[config.mk]
export PLATFORM = sky130hd
export DESIGN_NAME = sprite_animation_sequencer_top
export DESIGN_NICKNAME = d
export VERILOG_FILES = /design/src/rtl/sas_pkg.sv /design/src/rtl/sas_ram.sv /design/src/rtl/sprite_animation_sequencer_top.sv
export SDC_FILE = /design/constraint.sdc
export NUM_CORES = 2
export LEC_CHECK = 0
export ABC_AREA = 1
export ABC_CLOCK_PERIOD_IN_PS = 6720
export BUFFER_PORTS_ARGS = -buffer_cell sky130_fd_sc_hd__buf_2
export CAP_MARGIN = 0
export CORE_AREA = 2 2 400 402
export DETAILED_ROUTE_END_ITERATION = 16
export DIE_AREA = 0 0 402 404
export GPL_ROUTABILITY_DRIVEN = 0
export GPL_TIMING_DRIVEN = 0
export SLEW_MARGIN = 30
export SYNTH_ARGS = -nofsm -noshare
export SYNTH_HDL_FRONTEND = slang
export SYNTH_HIERARCHICAL = 1
export SYNTH_SLANG_ARGS = --single-unit
[constraint.sdc]
create_clock -name clk -period 6.72 [get_ports clk]
set_input_delay 0.672 -clock clk [delete_from_list [all_inputs] [get_ports clk]]
set_output_delay 0.672 -clock clk [all_outputs]
set_load 0.005 [all_outputs]
[src/rtl/sas_pkg.sv]
// Shared codes and constants of the sprite animation sequencer.
`default_nettype none
package sas_pkg;

    // Item function codes.
    localparam logic [1:0] FUNC_TICK   = 2'd0;
    localparam logic [1:0] FUNC_LOAD   = 2'd1;
    localparam logic [1:0] FUNC_SELECT = 2'd2;

    // Animation modes.
    localparam logic [1:0] MODE_NONE   = 2'd0;
    localparam logic [1:0] MODE_SINGLE = 2'd1;
    localparam logic [1:0] MODE_CYCLE  = 2'd2;
    localparam logic [1:0] MODE_SEQ    = 2'd3;

    // Configuration register indexes.
    localparam logic [1:0] CFG_ANIM_MODE   = 2'd0;
    localparam logic [1:0] CFG_ONE_SHOT    = 2'd1;
    localparam logic [1:0] CFG_ANIM_SPEED  = 2'd2;
    localparam logic [1:0] CFG_FRAME_COUNT = 2'd3;

    // Field widths fixed by the interface.
    localparam int CFG_DATA_W  = 8;
    localparam int FRAME_OUT_W = 6;
    localparam int FC_W        = 7;

    // Total number of frames; the wrap limit taken from the frame count register is capped at it.
    localparam int FRAME_TOTAL = 64;

    // Reset value of the frame count register.
    localparam logic [FC_W-1:0] FRAME_COUNT_RST = 7'd64;

    typedef logic [1:0] code_t;

endpackage
`default_nettype wire

[src/rtl/sas_ram.sv]
// Generic single-port-write, single-port-read RAM with registered read data.
`default_nettype none
module sas_ram #(
    parameter int WIDTH = 8,
    parameter int DEPTH = 16
) (
    input  wire logic                                  clk,
    input  wire logic                                  we,
    input  wire logic [((DEPTH > 1) ? $clog2(DEPTH) : 1)-1:0] waddr,
    input  wire logic [WIDTH-1:0]                      wdata,
    input  wire logic                                  re,
    input  wire logic [((DEPTH > 1) ? $clog2(DEPTH) : 1)-1:0] raddr,
    output logic      [WIDTH-1:0]                      rdata
);

    logic [WIDTH-1:0] mem [DEPTH];

    // Write port.
    always_ff @(posedge clk)
    begin
        if (we)
        begin
            mem[waddr] <= wdata;
        end
    end

    // Read port; the read data is registered.
    always_ff @(posedge clk)
    begin
        if (re)
        begin
            rdata <= mem[raddr];
        end
    end

endmodule
`default_nettype wire

[src/rtl/sprite_animation_sequencer_top.sv]
// Top level of the sprite animation sequencer: control, state and both tables.
//
// Channel   Direction  Ports                                             Handshake
// input     in         func, seq_number, entry_position, frame_value,    start / busy
//                      last_entry
// result    out        current_frame, anim_done                          result_strobe
// config    in         cfg_index, cfg_data                               cfg_we
//
// For every word, the accepting edge issues the table reads and writes, the next
// cycle takes the registered read data, and the cycle after that shows the
// result under result_strobe while a new word may be accepted. The registered
// read of the tables is why the response state lies between acceptance and result.
// Reset is asynchronous and active low; all sequence lengths read as one after
// reset through per-sequence valid bits, so no clearing pass is needed.
// The receiver cannot stall; busy holds start off while a word is in flight.
`default_nettype none
module sprite_animation_sequencer_top
    import sas_pkg::*;
#(
    parameter int NUM_SEQS   = 16,
    parameter int SEQ_LEN    = 16
) (
    input  wire logic                  clk,
    input  wire logic                  rst_n,
    input  wire logic                  start,
    output logic                       busy,
    input  wire logic [1:0]            func,
    input  wire logic [3:0]            seq_number,
    input  wire logic [3:0]            entry_position,
    input  wire logic [5:0]            frame_value,
    input  wire logic                  last_entry,
    output logic                       result_strobe,
    output logic [FRAME_OUT_W-1:0]     current_frame,
    output logic                       anim_done,
    input  wire logic                  cfg_we,
    input  wire logic [1:0]            cfg_index,
    input  wire logic [CFG_DATA_W-1:0] cfg_data
);

    localparam int SEQ_W   = (NUM_SEQS > 1) ? $clog2(NUM_SEQS) : 1;
    localparam int POS_W   = (SEQ_LEN > 1) ? $clog2(SEQ_LEN) : 1;
    localparam int LEN_W   = $clog2(SEQ_LEN + 1);
    localparam int DEPTH   = NUM_SEQS * SEQ_LEN;
    localparam int ADDR_W  = (DEPTH > 1) ? $clog2(DEPTH) : 1;
    localparam int FRM_W   = (FRAME_TOTAL > 64) ? 7 : 6;

    // Sequencer states.
    localparam logic ST_IDLE = 1'b0;
    localparam logic ST_RESP = 1'b1;

    // Configuration registers.
    logic [1:0]      anim_mode_reg;
    logic            one_shot_reg;
    logic [7:0]      anim_speed_reg;
    logic [FC_W-1:0] frame_count_reg;

    // Animation state.
    logic             state_reg, state_next;
    logic             strobe_reg;
    logic [7:0]       tick_count_reg, tick_count_next;
    logic [FRM_W-1:0] frame_reg, frame_next;
    logic [POS_W-1:0] seq_position_reg, seq_position_next;
    logic [SEQ_W-1:0] active_seq_reg, active_seq_next;
    logic             done_reg, done_next;
    logic [LEN_W-1:0] len_cache_reg, len_cache_next;
    logic [NUM_SEQS-1:0] len_valid_reg, len_valid_next;
    logic             pend_frame_reg, pend_frame_next;
    logic             pend_len_reg, pend_len_next;

    // Table ports.
    logic              store_we, store_re;
    logic [ADDR_W-1:0] store_waddr, store_raddr;
    logic [5:0]        store_rdata;
    logic              len_we, len_re;
    logic [SEQ_W-1:0]  len_waddr, len_raddr;
    logic [LEN_W-1:0]  len_wdata, len_rdata;

    // Intermediate values.
    logic             in_accept;
    logic             seq_ok, pos_ok;
    logic [8:0]       tick_inc;
    logic             step_due;
    logic [FC_W-1:0]  frame_limit;
    logic [7:0]       frame_inc;
    logic [LEN_W-1:0] pos_inc;
    logic [POS_W-1:0] pos_new;

    assign in_accept     = start && (state_reg == ST_IDLE);
    assign busy          = (state_reg == ST_RESP);
    assign result_strobe = strobe_reg;
    assign current_frame = frame_reg[FRAME_OUT_W-1:0];
    assign anim_done     = done_reg;

    assign seq_ok = int'(seq_number) < NUM_SEQS;
    assign pos_ok = int'(entry_position) < SEQ_LEN;

    // Prescaler: a step is due when the incremented count reaches the speed.
    assign tick_inc = 9'(tick_count_reg) + 9'd1;
    assign step_due = tick_inc >= {1'b0, anim_speed_reg};

    // Wrap limit for cycling through all frames, capped at the frame total.
    assign frame_limit = (int'(frame_count_reg) > FRAME_TOTAL) ?
                         FC_W'(FRAME_TOTAL) : frame_count_reg;
    assign frame_inc   = 8'(frame_reg) + 8'd1;

    // Next position within the active sequence, with end handling.
    assign pos_inc = LEN_W'(seq_position_reg) + LEN_W'(1);
    always_comb
    begin
        if (pos_inc >= len_cache_reg)
        begin
            pos_new = one_shot_reg ? POS_W'(len_cache_reg - LEN_W'(1)) : '0;
        end
        else
        begin
            pos_new = POS_W'(pos_inc);
        end
    end

    // Item decode: state update and table accesses at acceptance, read data taken in response.
    always_comb
    begin
        state_next        = state_reg;
        tick_count_next   = tick_count_reg;
        frame_next        = frame_reg;
        seq_position_next = seq_position_reg;
        active_seq_next   = active_seq_reg;
        done_next         = done_reg;
        len_cache_next    = len_cache_reg;
        len_valid_next    = len_valid_reg;
        pend_frame_next   = 1'b0;
        pend_len_next     = 1'b0;
        store_we          = 1'b0;
        store_re          = 1'b0;
        store_waddr       = ADDR_W'(seq_number) * ADDR_W'(SEQ_LEN)
                            + ADDR_W'(entry_position);
        store_raddr       = ADDR_W'(active_seq_reg) * ADDR_W'(SEQ_LEN)
                            + ADDR_W'(pos_new);
        len_we            = 1'b0;
        len_re            = 1'b0;
        len_waddr         = SEQ_W'(seq_number);
        len_wdata         = LEN_W'(entry_position) + LEN_W'(1);
        len_raddr         = SEQ_W'(seq_number);

        if (state_reg == ST_RESP)
        begin
            state_next = ST_IDLE;
            if (pend_frame_reg)
            begin
                frame_next = FRM_W'(store_rdata);
            end
            if (pend_len_reg)
            begin
                len_cache_next = len_valid_reg[active_seq_reg] ? len_rdata : LEN_W'(1);
            end
        end
        else if (in_accept)
        begin
            state_next = ST_RESP;
            unique case (func)
                FUNC_TICK:
                begin
                    unique case (anim_mode_reg)
                        MODE_SINGLE:
                        begin
                            frame_next = '0;
                        end
                        MODE_CYCLE:
                        begin
                            tick_count_next = step_due ? 8'd0 : tick_inc[7:0];
                            if (step_due)
                            begin
                                frame_next = (frame_inc >= {1'b0, frame_limit}) ?
                                             '0 : FRM_W'(frame_inc);
                            end
                        end
                        MODE_SEQ:
                        begin
                            tick_count_next = step_due ? 8'd0 : tick_inc[7:0];
                            if (step_due)
                            begin
                                seq_position_next = pos_new;
                                store_re          = 1'b1;
                                pend_frame_next   = 1'b1;
                                if (pos_inc >= len_cache_reg && one_shot_reg)
                                begin
                                    done_next = 1'b1;
                                end
                            end
                        end
                        default:
                        begin
                            tick_count_next = tick_count_reg;
                        end
                    endcase
                end
                FUNC_LOAD:
                begin
                    if (seq_ok && pos_ok)
                    begin
                        store_we = 1'b1;
                        if (last_entry)
                        begin
                            len_we = 1'b1;
                            len_valid_next[SEQ_W'(seq_number)] = 1'b1;
                            if (SEQ_W'(seq_number) == active_seq_reg)
                            begin
                                len_cache_next = len_wdata;
                            end
                        end
                    end
                end
                FUNC_SELECT:
                begin
                    if (seq_ok)
                    begin
                        active_seq_next   = SEQ_W'(seq_number);
                        seq_position_next = '0;
                        len_re            = 1'b1;
                        pend_len_next     = 1'b1;
                    end
                end
                default:
                begin
                    state_next = ST_RESP;
                end
            endcase
        end
    end

    // Configuration writes.
    always_ff @(posedge clk or negedge rst_n)
    begin
        if (!rst_n)
        begin
            anim_mode_reg   <= MODE_NONE;
            one_shot_reg    <= 1'b0;
            anim_speed_reg  <= 8'd0;
            frame_count_reg <= FRAME_COUNT_RST;
        end
        else if (cfg_we)
        begin
            unique case (cfg_index)
                CFG_ANIM_MODE:   anim_mode_reg   <= cfg_data[1:0];
                CFG_ONE_SHOT:    one_shot_reg    <= cfg_data[0];
                CFG_ANIM_SPEED:  anim_speed_reg  <= cfg_data;
                CFG_FRAME_COUNT: frame_count_reg <= cfg_data[FC_W-1:0];
                default:         anim_speed_reg  <= anim_speed_reg;
            endcase
        end
    end

    // Control and animation state registers.
    always_ff @(posedge clk or negedge rst_n)
    begin
        if (!rst_n)
        begin
            state_reg        <= ST_IDLE;
            strobe_reg       <= 1'b0;
            tick_count_reg   <= '0;
            frame_reg        <= '0;
            seq_position_reg <= '0;
            active_seq_reg   <= '0;
            done_reg         <= 1'b0;
            len_cache_reg    <= LEN_W'(1);
            len_valid_reg    <= '0;
            pend_frame_reg   <= 1'b0;
            pend_len_reg     <= 1'b0;
        end
        else
        begin
            state_reg        <= state_next;
            strobe_reg       <= (state_reg == ST_RESP);
            tick_count_reg   <= tick_count_next;
            frame_reg        <= frame_next;
            seq_position_reg <= seq_position_next;
            active_seq_reg   <= active_seq_next;
            done_reg         <= done_next;
            len_cache_reg    <= len_cache_next;
            len_valid_reg    <= len_valid_next;
            pend_frame_reg   <= pend_frame_next;
            pend_len_reg     <= pend_len_next;
        end
    end

    // Frame entries of all sequences. Busy keeps a read from overlapping a
    // write of the same entry, so no forwarding is needed.
    sas_ram #(
        .WIDTH (6),
        .DEPTH (DEPTH)
    ) u_store_ram (
        .clk   (clk),
        .we    (store_we),
        .waddr (store_waddr),
        .wdata (frame_value),
        .re    (store_re),
        .raddr (store_raddr),
        .rdata (store_rdata)
    );

    // Sequence lengths; an entry without its valid bit reads as one.
    sas_ram #(
        .WIDTH (LEN_W),
        .DEPTH (NUM_SEQS)
    ) u_len_ram (
        .clk   (clk),
        .we    (len_we),
        .waddr (len_waddr),
        .wdata (len_wdata),
        .re    (len_re),
        .raddr (len_raddr),
        .rdata (len_rdata)
    );

`ifndef NO_ASSERTIONS
    // A word in flight is always followed by its result strobe.
    assert property (@(posedge clk) disable iff (!rst_n)
        (state_reg == ST_RESP) |=> strobe_reg)
        else $error("result strobe missing after response cycle");

    // An accepted word makes the block busy in the next cycle.
    assert property (@(posedge clk) disable iff (!rst_n)
        (start && !busy) |=> busy)
        else $error("accepted word did not raise busy");

    // The result strobe never coincides with busy.
    assert property (@(posedge clk) disable iff (!rst_n)
        result_strobe |-> !busy)
        else $error("result strobe while busy");

    // The active sequence length is never zero.
    assert property (@(posedge clk) disable iff (!rst_n)
        len_cache_reg != '0)
        else $error("active sequence length is zero");

    // Pending table reads exist only in the response cycle.
    assert property (@(posedge clk) disable iff (!rst_n)
        (pend_frame_reg || pend_len_reg) |-> (state_reg == ST_RESP))
        else $error("pending read outside response cycle");
`endif

endmodule
`default_nettype wire
==> results <==
- Setup violations remaining at the end of the flow were counted as 0.
- The ratio of total power to cell area is 317.4 nW/um2.
- Setup repair after global routing left no endpoint under its margin.
- During synthesis, Yosys emitted a total of 6 warnings.
- In this run the cell area measured after placement is 74570 um2.
- The detail route stage leaves a number of antenna-violating nets equal to 0.
- In the routed layout, each cell is associated on average with a via count of 5.844.
- The worst register-to-register path ends at u_store_ram/rdata[0].
- Post-CTS timing repair inserted 0 buffers for setup.
- The worst setup path is captured at a flip-flop.
- The average footprint of a synthesized cell is 11.36 um2.
- Sequential cells were found to cover 71.26% of the synthesized design area.
- The topmost layer with routed signal wires is met5.
- For this run, asynchronously set or reset flops after synthesis account for 3.898%.
- The number of primary I/O pins is 40.
- The hold buffer count at CTS is 1.
- The area growth from synthesis to layout is 13.10%.
- The length of routed met3 wiring is 27.56 mm.
- The relative max-transition margin is 27.34%.
- The buffer depth of the longest clock path is 3.
- The number of flip-flops under the largest register name is 1536.
- After routing the design area is 80160 um2.
- The die width is 402 um.
- The clock network latency to the later pin of the worst-skew pair is 840 ps.
- Summed over all nets, the switching power comes to 0.007404 W.
- The number of nets in the synthesized netlist is 6295.
- The global-route congestion overflow total is 0.
- The depth of the worst register-to-register path is 21.
- The max capacitance violation total is 0.
- Clock-pin slew was measured on the worst setup and hold paths at 60 ps.
- Ranked by total cell area, the synthesized netlist is headed by sky130_fd_sc_hd__edfxtp_1 (69%), sky130_fd_sc_hd__nand3_1 (11%), sky130_fd_sc_hd__nand2_1 (10%), sky130_fd_sc_hd__dfrtp_1 (2.3%), sky130_fd_sc_hd__nor2_1 (1.7%).
- The number of synthesized register bits is 1693.
- For the pin with the worst max-slew slack, the measured transition is 1090 ps.
- The tree is rooted in a sky130_fd_sc_hd__clkbuf_16.
- Wire segments on met2 add up to 105.5 mm in the final route.
- The worst-case register-to-register setup slack is 980 ps.
- The aggregate global-route resource usage is 29.02%.
- The initial antenna violation count is 14.
- The share of total power dissipated in sequential elements is 46.1%.
- The critical path capture point is u_store_ram/rdata[0].
- The peak supply drop is 0.0002922 V.
- Summed over its instances, the top area cell type makes up 68.93% of the synthesized netlist area.
- The flow ran to the end, and the final reports show no timing, DRC or antenna violations.
- The H-tree was split into 4 levels.
- Buffers placed on the I/O ports in this run total 39.
- The floorplan step defined a die boundary enclosing 162400 um2.
- The part of the cycle the worst path needs is 85.48%.
- Per report_power, the clock group accounts for 37.2% of the total.
- The number of standard cells after synthesis is 6239.
- The required time of the critical path is 7220 ps.
- In the final routed layout, each cell accounts on average for 27.32 um.
- The vertical die dimension is 404 um.
- Combinational logic is responsible for 16.7% of the overall power.
- The min-delay analysis places its worst path in the category input port to flip-flop.
- The first global-routing pass estimated 335.6 mm of wire.
- The clock skew after layout is 42.90 ps.
- For this run, the leading register cell type out of synthesis is sky130_fd_sc_hd__edfxtp_1.
- In this run, CTS created clock tree buffers numbering 177.
- Of the total power, the share spent switching nets is 29.10%.
- The TritonCTS clock tree is done.
- Counting the fill cells in the layout gives 13880.
- In the final layout, the share of cells above drive strength 1 is 9.923%.
- Summed over all cells, the static leakage comes to 28.89 nW.
- The number of global-route vias before repair came to 47880.
- Setup total negative slack on the finished layout was measured at 0 ps.
- Entering global routing, the biggest net connects 102 pins.
- The routed via count is 50940.
- The internal portion of the total power is 0.01804 W.
- The number of cells upsized or downsized after cts is 0.
- After the first detailed-routing iteration, the DRC count stood at 7280.
- The clock period could shrink to 5744 ps.
- The signal arrival time at the worst endpoint is 6250 ps.
- The detailed router put a total of 91.80 mm of wire on met1.
- The beginning of the critical path is seq_position_reg[0].
- The count of cell types in the netlist is 46.
- After detailed routing, the number of remaining DRC violations is 0.
- The clock sink total is 1693.
- The net count of the finished layout is 6546.
- The initial cell density of the core is 44.91%.
- In this run, synthesis inferred 1627 flip-flops with an integrated enable.
- The dominant cell by count in the synthesized netlist is sky130_fd_sc_hd__nand2_1.
- In this run the standard cell core region covers 157800 um2.
- Before antenna repair, the detailed router went through 9 iterations.
- The count of final hold-check violations is 0.
- The largest area contributor in the netlist is sky130_fd_sc_hd__edfxtp_1.
- Sorting the synthesized cells by how often they occur yields sky130_fd_sc_hd__nand2_1 (1904), sky130_fd_sc_hd__edfxtp_1 (1627), sky130_fd_sc_hd__nand3_1 (1578).
- The maximum fanout along the worst path is 10.
- The estimated wirelength of the detail-placed design is 165.4 mm.
- Timing would allow up to 174.1 MHz.
- The startpoint identified for the worst register-to-register timing path is seq_position_reg[0].
- The floorplan has 146 rows.
- The synthesized cell area is 70880 um2.
- The critical path startpoint category is a flip-flop.
- The critical path is of the flip-flop to flip-flop type.
- The final layout contains routed wiring with a total length of 238.1 mm.
- The number of max-slew violations in the final report was 0.
## worst max-delay path, stage by stage (launching register included)
cell and delay (ps):
sky130_fd_sc_hd__dfrtp_1 450, sky130_fd_sc_hd__ha_1 260, sky130_fd_sc_hd__xor2_1 280, sky130_fd_sc_hd__ha_1 320
sky130_fd_sc_hd__a21oi_1 150, sky130_fd_sc_hd__o21a_1 180, sky130_fd_sc_hd__nand3_1 180, sky130_fd_sc_hd__o21ai_0 120
sky130_fd_sc_hd__nand2_1 90, sky130_fd_sc_hd__inv_1 60, sky130_fd_sc_hd__buf_4 280, sky130_fd_sc_hd__buf_2 630
sky130_fd_sc_hd__clkbuf_1 660, sky130_fd_sc_hd__nand3_1 390, sky130_fd_sc_hd__nand3_1 220, sky130_fd_sc_hd__nand3_1 90
sky130_fd_sc_hd__nand3_1 200, sky130_fd_sc_hd__nand2_1 100, sky130_fd_sc_hd__nand2_1 70, sky130_fd_sc_hd__nand3_1 80
sky130_fd_sc_hd__nand3_1 250, sky130_fd_sc_hd__nand2_1 300
## kinds of logic after synthesis
group | count (synthesis) | share of synthesized area (%)
xor gates and xnor gates | 14 | 0.1730
DFF | 1693 | 71.26
adders and majority gates | 25 | 0.4413
AOI/OAI and AO/OA | 88 | 0.6991
and+or+nand+nor | 3844 | 23.39
buffers and inverters | 575 | 4.039
## layout make-up
cell class | count | area, um2 | share of cell area (%)
multi-input cells | 3971 | 17520 | 21.85
repair buffers | 72 | 1075 | 1.341
flip-flops and latches | 1693 | 50510 | 63.01
clock buffers | 217 | 4601 | 5.739
well taps | 2072 | 2592 | 3.234
diodes | 13 | 32.53 | 0.04058
clock inverters | 103 | 940.9 | 1.174
plain buffers | 391 | 2193 | 2.736
inverters | 184 | 700.7 | 0.8741
## per-layer routing
| metal | track usage (%) | vias to the layer above |
|---|---|---|
| li1 | - | 22330 |
| met3 | 7.904 | 596 |
| met1 | 38.55 | 24950 |
| met5 | 0 | - |
| met2 | 44.07 | 3044 |
| met4 | 14.36 | 14 |
## cells in the final DEF, fill, tap and decap left out, types with 33 or more instances in the layout
| master | netlist | layout |
|---|---|---|
| sky130_fd_sc_hd__inv_2 | 34 | 34 |
| sky130_fd_sc_hd__inv_1 | 146 | 146 |
| sky130_fd_sc_hd__o21ai_0 | 47 | 47 |
| sky130_fd_sc_hd__clkbuf_16 | 0 | 178 |
| sky130_fd_sc_hd__buf_2 | 153 | 186 |
| sky130_fd_sc_hd__buf_4 | 78 | 79 |
| sky130_fd_sc_hd__clkinv_1 | 1 | 41 |
| sky130_fd_sc_hd__nand2_1 | 1904 | 1904 |
| sky130_fd_sc_hd__edfxtp_1 | 1627 | 1627 |
| sky130_fd_sc_hd__dfrtp_1 | 64 | 64 |
| sky130_fd_sc_hd__clkinv_2 | 0 | 33 |
| sky130_fd_sc_hd__clkbuf_1 | 109 | 126 |
| sky130_fd_sc_hd__nor2_1 | 321 | 320 |
| sky130_fd_sc_hd__nand3_1 | 1578 | 1578 |
## how the worst min path moves through the flow
stage                                 from  slack [ps]  cells after the start                 end
after detailed placement  len_valid_reg[1]         450                      2    len_valid_reg[1]
final                          cfg_data[6]         120                      3  frame_count_reg[6]
after floorplan                      rst_n         380                      0   active_seq_reg[0]
after CTS                      cfg_data[6]          70                      3  frame_count_reg[6]
after global routing           cfg_data[7]          90                      3   anim_speed_reg[7]
after global placement    len_valid_reg[1]         440                      2    len_valid_reg[1]
## power groups by stage
stage / clock network [W] / logic (W) / registers (W)
final: 0.00947 / 0.00425 / 0.0117
after global routing: 0.00997 / 0.00448 / 0.0117
after CTS: 0.00958 / 0.00411 / 0.0117
after detailed placement: 0 / 0.00410 / 0.0119
after global placement: 0 / 0.00400 / 0.0120
after floorplan: 0 / 0.00228 / 0.0119
## through the flow
| stage | total power (W) | worst slack, ps | util (%) | cells | hold slack [ps] |
|---|---|---|---|---|---|
| finish | 0.02544 | 975.7 | 50.79 | 8716 | 117.4 |
| global route | 0.02617 | 980.4 | 50.77 | 8705 | 91.56 |
| CTS | 0.02540 | 1339 | 50.77 | 8703 | 69.36 |
| detailed placement | 0.01603 | 1367 | 47.25 | 8382 | 451.1 |
| global placement | 0.01598 | 933.9 | 46.68 | 8350 | 441.6 |
| floorplan | 0.01419 | 3432 | - | 6239 | 376.4 |
Power figures use the tool's default switching activity.
